File: config.mk
export PLATFORM = sky130hd
export DESIGN_NAME = cover_inequality_lifter_unit
export DESIGN_NICKNAME = d
export VERILOG_FILES = /design/src/hw/rtl/cil_pkg.sv /design/src/hw/rtl/cil_row_store.sv /design/src/hw/rtl/cil_cmp.sv /design/src/hw/rtl/cover_inequality_lifter_unit.sv
export VERILOG_INCLUDE_DIRS = /design/src /design/src/hw/rtl
export SDC_FILE = /design/constraint.sdc
export NUM_CORES = 2
export LEC_CHECK = 0
export ABC_AREA = 1
export BUFFER_PORTS_ARGS = -buffer_cell sky130_fd_sc_hd__buf_2
export CAP_MARGIN = 20
export CORE_ASPECT_RATIO = 0.5
export CORE_MARGIN = 5
export CORE_UTILIZATION = 35
export CTS_CLUSTER_SIZE = 28
export DETAILED_ROUTE_END_ITERATION = 12
export HOLD_SLACK_MARGIN = 0.02
export MAX_ROUTING_LAYER = met4
export PLACE_DENSITY = 0.5
export SYNTH_ARGS = -nofsm -noshare
export SYNTH_HDL_FRONTEND = slang
export SYNTH_HIERARCHICAL = 1
export SYNTH_SLANG_ARGS = --single-unit
File: constraint.sdc
create_clock -name clk -period 6 [get_ports clk]
set_clock_uncertainty 0.15 [all_clocks]
set_input_delay 0 -clock clk [delete_from_list [all_inputs] [get_ports clk]]
set_output_delay 0 -clock clk [all_outputs]
set_load 0.05 [all_outputs]
File: src/hw/rtl/cover_inequality_lifter_unit_macros.svh
// assertion macros for the cover inequality lifter
`ifndef COVER_INEQUALITY_LIFTER_UNIT_MACROS_SVH
`define COVER_INEQUALITY_LIFTER_UNIT_MACROS_SVH

`ifndef NO_ASSERTIONS
`define CIL_ASSERT_SAME(label, clk, rst_n, ante, cons) \
	label: assert property (@(posedge clk) disable iff (!rst_n) (ante) |-> (cons)) \
		else $error("cover lifter check failed");
`define CIL_ASSERT_NEXT(label, clk, rst_n, ante, cons) \
	label: assert property (@(posedge clk) disable iff (!rst_n) (ante) |=> (cons)) \
		else $error("cover lifter check failed");
`else
`define CIL_ASSERT_SAME(label, clk, rst_n, ante, cons)
`define CIL_ASSERT_NEXT(label, clk, rst_n, ante, cons)
`endif

`endif

File: src/hw/rtl/cil_pkg.sv
package cil_pkg;

	localparam int DATA_W = 32;
	localparam int SUM_W  = 38;

	typedef struct packed {
		logic coef_wr;
		logic sum_wr;
		logic coef_rd;
		logic sum_rd;
	} cil_mem_ctl_t;

	typedef struct packed {
		logic above_lower;
		logic within_upper;
	} cil_cmp_t;

endpackage

File: src/hw/rtl/cil_row_store.sv
module cil_row_store import cil_pkg::*; #(
	parameter int MAX_ELEMS = 32,
	parameter int IDX_W     = 5
) (
	input  logic                    clk,
	input  cil_mem_ctl_t            ctl,
	input  logic [IDX_W-1:0]        coef_idx,
	input  logic [IDX_W-1:0]        sum_idx,
	input  logic signed [DATA_W-1:0] wr_coef,
	input  logic                    wr_cover,
	input  logic signed [SUM_W-1:0] wr_sum,
	output logic signed [DATA_W-1:0] rd_coef,
	output logic                    rd_cover,
	output logic signed [SUM_W-1:0] rd_sum
);

	logic [DATA_W:0]  coef_mem [MAX_ELEMS];
	logic [SUM_W-1:0] sum_mem  [MAX_ELEMS];
	logic [DATA_W:0]  coef_rd_q;
	logic [SUM_W-1:0] sum_rd_q;

	// coefficient with its cover flag, one port
	always_ff @(posedge clk) begin
		if (ctl.coef_wr) begin
			coef_mem[coef_idx] <= {wr_cover, wr_coef};
		end
		if (ctl.coef_rd) begin
			coef_rd_q <= coef_mem[coef_idx];
		end
	end

	// entry k holds the prefix sum over the first k+1 cover elements
	always_ff @(posedge clk) begin
		if (ctl.sum_wr) begin
			sum_mem[sum_idx] <= wr_sum;
		end
		if (ctl.sum_rd) begin
			sum_rd_q <= sum_mem[sum_idx];
		end
	end

	assign rd_coef  = coef_rd_q[DATA_W-1:0];
	assign rd_cover = coef_rd_q[DATA_W];
	assign rd_sum   = sum_rd_q;

endmodule

File: src/hw/rtl/cil_cmp.sv
module cil_cmp import cil_pkg::*; (
	input  logic signed [DATA_W-1:0] value,
	input  logic signed [SUM_W-1:0]  lower,
	input  logic signed [SUM_W-1:0]  upper,
	output cil_cmp_t                 result
);

	logic signed [SUM_W-1:0] value_ext;

	assign value_ext           = {{(SUM_W-DATA_W){value[DATA_W-1]}}, value};
	assign result.above_lower  = value_ext > lower;
	assign result.within_upper = value_ext <= upper;

endmodule

File: src/hw/rtl/cover_inequality_lifter_unit.sv
// channel  | handshake                 | payload
// item     | item_valid / item_stall   | coefficient, in_cover, last_element
// result   | result_valid / result_stall | lifted_value, is_last
//
// one transaction loads per cycle while not stalled; a row of n elements emits n + 1 results
// a cover element is read and goes straight to output; a non-cover element is compared with the
// prefix sums one at a time via the single-port sum memory and one compare unit until it lands
// at interval h or nowhere; the right-side result comes last; each waits while result_stall holds
// arst_n clears the sequencer and counters; the row memories are not cleared
// item_stall is high once the last element of a row is taken until its right side is taken
`include "cover_inequality_lifter_unit_macros.svh"

module cover_inequality_lifter_unit import cil_pkg::*; #(
	parameter int MAX_ELEMS = 32
) (
	input  logic                     clk,
	input  logic                     arst_n,
	input  logic                     item_valid,
	output logic                     item_stall,
	input  logic signed [DATA_W-1:0] coefficient,
	input  logic                     in_cover,
	input  logic                     last_element,
	output logic                     result_valid,
	input  logic                     result_stall,
	output logic signed [DATA_W-1:0] lifted_value,
	output logic                     is_last
);

	localparam int CNT_W = $clog2(MAX_ELEMS + 1);
	localparam int IDX_W = (MAX_ELEMS > 1) ? $clog2(MAX_ELEMS) : 1;

	typedef enum logic [2:0] {
		ST_LOAD,
		ST_ELEM_RD,
		ST_SUM_RD,
		ST_CMP,
		ST_OUT,
		ST_RHS
	} state_t;

	state_t                  state_q;
	logic [CNT_W-1:0]        elem_cnt_q;
	logic [CNT_W-1:0]        cov_cnt_q;
	logic [CNT_W-1:0]        elem_idx_q;
	logic [CNT_W-1:0]        h_q;
	logic signed [SUM_W-1:0] run_sum_q;
	logic signed [SUM_W-1:0] prev_q;
	logic signed [DATA_W-1:0] res_q;

	cil_mem_ctl_t            mem_ctl;
	logic [IDX_W-1:0]        coef_idx;
	logic [IDX_W-1:0]        sum_idx;
	logic signed [SUM_W-1:0] sum_next;
	logic signed [DATA_W-1:0] rd_coef;
	logic                    rd_cover;
	logic signed [SUM_W-1:0] rd_sum;
	cil_cmp_t                cmp;
	logic                    accept;
	logic                    room;
	logic                    out_done;

	always_comb begin
		accept          = item_valid && (state_q == ST_LOAD);
		room            = elem_cnt_q < CNT_W'(MAX_ELEMS);
		out_done        = !result_stall;
		mem_ctl.coef_wr = accept && room;
		mem_ctl.sum_wr  = accept && room && in_cover;
		mem_ctl.coef_rd = (state_q == ST_ELEM_RD);
		mem_ctl.sum_rd  = (state_q == ST_SUM_RD);
		coef_idx        = (state_q == ST_LOAD) ? elem_cnt_q[IDX_W-1:0] : elem_idx_q[IDX_W-1:0];
		sum_idx         = (state_q == ST_LOAD) ? cov_cnt_q[IDX_W-1:0] : h_q[IDX_W-1:0];
		sum_next        = run_sum_q + {{(SUM_W-DATA_W){coefficient[DATA_W-1]}}, coefficient};
	end

	cil_row_store #(
		.MAX_ELEMS(MAX_ELEMS),
		.IDX_W    (IDX_W)
	) u_store (
		.clk     (clk),
		.ctl     (mem_ctl),
		.coef_idx(coef_idx),
		.sum_idx (sum_idx),
		.wr_coef (coefficient),
		.wr_cover(in_cover),
		.wr_sum  (sum_next),
		.rd_coef (rd_coef),
		.rd_cover(rd_cover),
		.rd_sum  (rd_sum)
	);

	cil_cmp u_cmp (
		.value (rd_coef),
		.lower (prev_q),
		.upper (rd_sum),
		.result(cmp)
	);

	always_ff @(posedge clk or negedge arst_n) begin
		if (!arst_n) begin
			state_q    <= ST_LOAD;
			elem_cnt_q <= '0;
			cov_cnt_q  <= '0;
			elem_idx_q <= '0;
			h_q        <= '0;
			run_sum_q  <= '0;
			prev_q     <= '0;
			res_q      <= '0;
		end else begin
			unique case (state_q)
				ST_LOAD: begin
					if (accept) begin
						if (room) begin
							elem_cnt_q <= elem_cnt_q + 1'b1;
							if (in_cover) begin
								cov_cnt_q <= cov_cnt_q + 1'b1;
								run_sum_q <= sum_next;
							end
						end
						if (last_element) begin
							elem_idx_q <= '0;
							state_q    <= ST_ELEM_RD;
						end
					end
				end
				ST_ELEM_RD: begin
					h_q     <= '0;
					prev_q  <= '0;
					state_q <= ST_SUM_RD;
				end
				ST_SUM_RD: begin
					if (rd_cover) begin
						res_q   <= DATA_W'(1);
						state_q <= ST_OUT;
					end else if (h_q == cov_cnt_q) begin
						res_q   <= rd_coef;
						state_q <= ST_OUT;
					end else begin
						state_q <= ST_CMP;
					end
				end
				ST_CMP: begin
					if (cmp.above_lower && cmp.within_upper) begin
						res_q   <= {{(DATA_W-CNT_W){1'b0}}, h_q};
						state_q <= ST_OUT;
					end else begin
						prev_q  <= rd_sum;
						h_q     <= h_q + 1'b1;
						state_q <= ST_SUM_RD;
					end
				end
				ST_OUT: begin
					if (out_done) begin
						if (CNT_W'(elem_idx_q + 1'b1) == elem_cnt_q) begin
							res_q   <= {{(DATA_W-CNT_W){1'b0}}, cov_cnt_q} - DATA_W'(1);
							state_q <= ST_RHS;
						end else begin
							elem_idx_q <= elem_idx_q + 1'b1;
							state_q    <= ST_ELEM_RD;
						end
					end
				end
				ST_RHS: begin
					if (out_done) begin
						elem_cnt_q <= '0;
						cov_cnt_q  <= '0;
						run_sum_q  <= '0;
						state_q    <= ST_LOAD;
					end
				end
				default: begin
					state_q <= ST_LOAD;
				end
			endcase
		end
	end

	assign item_stall   = (state_q != ST_LOAD);
	assign result_valid = (state_q == ST_OUT) || (state_q == ST_RHS);
	assign is_last      = (state_q == ST_RHS);
	assign lifted_value = res_q;

	`CIL_ASSERT_SAME(a_cov_le_elem, clk, arst_n, 1'b1, cov_cnt_q <= elem_cnt_q)
	`CIL_ASSERT_SAME(a_elem_bound, clk, arst_n, 1'b1, elem_cnt_q <= CNT_W'(MAX_ELEMS))
	`CIL_ASSERT_SAME(a_scan_bound, clk, arst_n, state_q == ST_CMP, h_q < cov_cnt_q)
	`CIL_ASSERT_NEXT(a_row_restart, clk, arst_n, result_valid && !result_stall && is_last,
		state_q == ST_LOAD && elem_cnt_q == '0 && cov_cnt_q == '0)

endmodule
==> impl_metrics.env <==
export IMPL_status="completed"
export IMPL_crit_arrival_ns=5.21
export IMPL_grt_antenna_before_repair=26
export IMPL_crit_type="flip-flop to flip-flop"
export IMPL_syn_to_final_growth_pct=13.5
export IMPL_gp_congestion=0.878
export IMPL_clk_pin_slew_worst_paths_ns=0.06
export IMPL_grt_pass1_wl_um=479000
export IMPL_r2r_cells=15
export IMPL_rsz0062_at_grt="no"
export IMPL_yosys_warnings=6
export IMPL_synth_cells=10700
export IMPL_post_dp_hpwl_um=183000
export IMPL_synth_area_top_cells="edfxtp_1, nand2_1, dfrtp_1"
export IMPL_worstPathRequired_ns=6.47
export IMPL_die_h_um=401
export IMPL_grt_max_degree=168
export IMPL_dp_slack_ns=1.18
export IMPL_ant_nets=0
export IMPL_relSlewSlack_pct=27.8
export IMPL_coreArea_um2=304000
export IMPL_seq_area_frac_synth_pct=68.9
export IMPL_layout_setup_ws_ns=1.26
export IMPL_die_area_um2=318000
export IMPL_start_util_pct=35.2
export IMPL_grt_overflow=0
export IMPL_cp_cell_sequence="nor2_1 -> nand2_1 -> nand2_1 -> nand2_4 -> inv_8 -> buf_4 -> buf_4 -> nand2_1 -> nand2_1 -> nand2_1 -> nand2_1 -> nand2_1 -> nand2_1 -> nor2_1 -> nand2_1"
export IMPL_cpPeakStageDelay_ns=0.69
export IMPL_worstSetupStartpointType="flip-flop"
export IMPL_endpoint_kind="flip-flop"
export IMPL_hold_violations=0
export IMPL_routed_wl_um=329000
export IMPL_insertion_delay_ns=0.92
export IMPL_max_freq_mhz=211
export IMPL_fin_crit_sh_pct=79.0
export IMPL_hold_path_depth=3
export IMPL_async_reset_ff_share_pct=5.45
export IMPL_finalPower_uw=61700
export IMPL_finalCriticalPeriod_ns=4.74
export IMPL_wire_per_inst_um=21.8
export IMPL_die_w_um=792
export IMPL_synth_cell_types=44
export IMPL_crit_slowest_cell="buf_4"
export IMPL_worst_slew_pin_slew_ns=1.08
export IMPL_cp_common_cell="nand2_1"
export IMPL_port_buffers=72
export IMPL_vias=73100
export IMPL_fin_cells=15100
export IMPL_cp_max_fo=76
export IMPL_synth_area_per_cell_um2=9.99
export IMPL_slew_viol_final=0
export IMPL_hp_class="input port to flip-flop"
export IMPL_cts_root_buf="clkbuf_16"
export IMPL_vias_per_cell=4.85
export IMPL_grt_use_total_pct=20.8
export IMPL_nets=11000
export IMPL_synth_top_area_cell="edfxtp_1"
export IMPL_setup_viol=0
export IMPL_io_pins=73
export IMPL_cts_tree="yes"
export IMPL_cts_max_path_buffers=4
export IMPL_utilization_pct=40.0
export IMPL_dp_cells=14600
export IMPL_synth_ff_type="edfxtp_1"
export IMPL_cts_buffers=241
export IMPL_synth_nets=10900
export IMPL_post_cts_setup_buffers=0
export IMPL_ys_ff_latch=2478
export IMPL_yosys_area_top_type_share_pct=65.7
export IMPL_cts_max_level=4
export IMPL_clock_sinks=2478
export IMPL_power_density_nw_per_um2=508
export IMPL_drt_iter0_markers=6135
export IMPL_cts_resized=0
export IMPL_drive_gt1_share_pct=6.73
export IMPL_peakVddDrop_mv=0.573
export IMPL_fillerInstances=29600
export IMPL_syn_cell_area_um2=107000
export IMPL_fin_setup_tns_ns=0
export IMPL_dr_pass1_iters=6
export IMPL_leakagePower_uw=0.0506
export IMPL_placementRows=143
export IMPL_grt_pass1_vias=68500
export IMPL_drc_errors=0
export IMPL_cap_violations=0
export IMPL_hold_buffers=48
export IMPL_synth_edf_count=2343
export IMPL_r2r_setup_slack_ns=1.26
report_power, final:
part | internal (uW) | total, uW | switching (uW)
clock network | 8520 | 15200 | 6660
logic | 5610 | 23600 | 18000
registers | 22500 | 23000 | 489
total | 36600 | 61700 | 25100
cells by family (layout without fill, tap and decap cells):
logic type	after synthesis	after routing	synth area share, %
AOI/OAI and AO/OA	196	196	1.12
xor gates and xnor gates	23	23	0.188
adders and majority gates	119	119	1.40
buffers and inverters	758	1043	3.02
DFF	2478	2478	68.9
other	0	4	0
and+or+nand+nor	7140	7140	25.4
routing by layer:
layer  vias to the layer above  track usage [%]  share of wire, %
met1                     36000             28.9                46
met4                         0             4.03               1.9
met2                      1799             33.1                47
met5                         -                -                 0
li1                      34900                -                 -
met3                       390             2.54               5.3
Yosys cell counts, types with 18 or more instances:
cell,instances
nand2_1,6611
edfxtp_1,2343
nor2_1,330
buf_2,272
inv_1,269
clkbuf_1,164
dfrtp_1,135
ha_1,118
nand3_1,116
a21oi_1,73
o21ai_0,44
a22o_1,41
buf_1,24
nor3_1,21
and2_1,18
cells in the final DEF, fill, tap and decap left out, types with 13 or more instances in the layout:
| cell | count |
|---|---|
| bufinv_16 | 21 |
| clkinv_2 | 36 |
| buf_4 | 154 |
| inv_1 | 269 |
| and2_1 | 15 |
| nor2_1 | 263 |
| a21oi_1 | 73 |
| clkbuf_16 | 246 |
| nand3_1 | 116 |
| nor3_4 | 17 |
| dlygate4sd3_1 | 47 |
| ha_1 | 118 |
| o21ai_0 | 41 |
| nand2_1 | 6610 |
| buf_2 | 71 |
| nor3_1 | 20 |
| nor2_4 | 66 |
| dfrtp_1 | 135 |
| clkinv_1 | 48 |
| inv_2 | 13 |
| o21ai_1 | 13 |
| clkbuf_1 | 56 |
| a22o_1 | 41 |
| buf_12 | 47 |
| edfxtp_1 | 2343 |
path summary, 6_finish.rpt:
kind / startpoint / endpoint
max: state_q[1] / u_store/coef_rd_q[10]
min: coefficient[22] / u_store/coef_mem[12][22]
max reg2reg: state_q[1] / u_store/coef_rd_q[10]
min reg2reg: lifted_value[3] / lifted_value[3]
max in group asynchronous: arst_n / lifted_value[4]
min in group asynchronous: arst_n / elem_idx_q[5]
flip-flops by register name, summed over array words and instances (netlist names), 32 cells and up:
| name | flops |
|---|---|
| lifted_value | 32 |
| run_sum_q | 38 |
| u_store/sum_mem | 1216 |
| u_store/rd_sum | 38 |
| prev_q | 38 |
| u_store/coef_mem | 1056 |
| u_store/coef_rd_q | 33 |
layout make-up:
| cell class | count | area, um^2 | share of cell area (%) |
|---|---|---|---|
| Sequential cell | 2478 | 73700 | 60.6 |
| Multi-Input combinational cell | 7478 | 30900 | 25.4 |
| Clock buffer | 314 | 6530 | 5.37 |
| Tap cell | 4060 | 5080 | 4.18 |
| Timing Repair Buffer | 326 | 3100 | 2.55 |
| Clock inverter | 117 | 1120 | 0.924 |
| Inverter | 286 | 1100 | 0.908 |
| Antenna cell | 4 | 10.0 | 0.00823 |
critical path, delay by kind of cell, from the launching register on:
family,cells,cell delay [ns]
buffers and inverters,3,1.68
and+or+nand+nor,12,2.05
DFF,1,0.47
through the flow:
step	cell area, um^2	hold slack [ns]
after global routing	122000	0.0668
after global placement	113000	-0.0438
after detailed placement	113000	-0.0433
after CTS	121000	0.0246
after floorplan	107000	-0.446
final	122000	0.0845
Note: power is estimated with default switching activity, not from simulation.
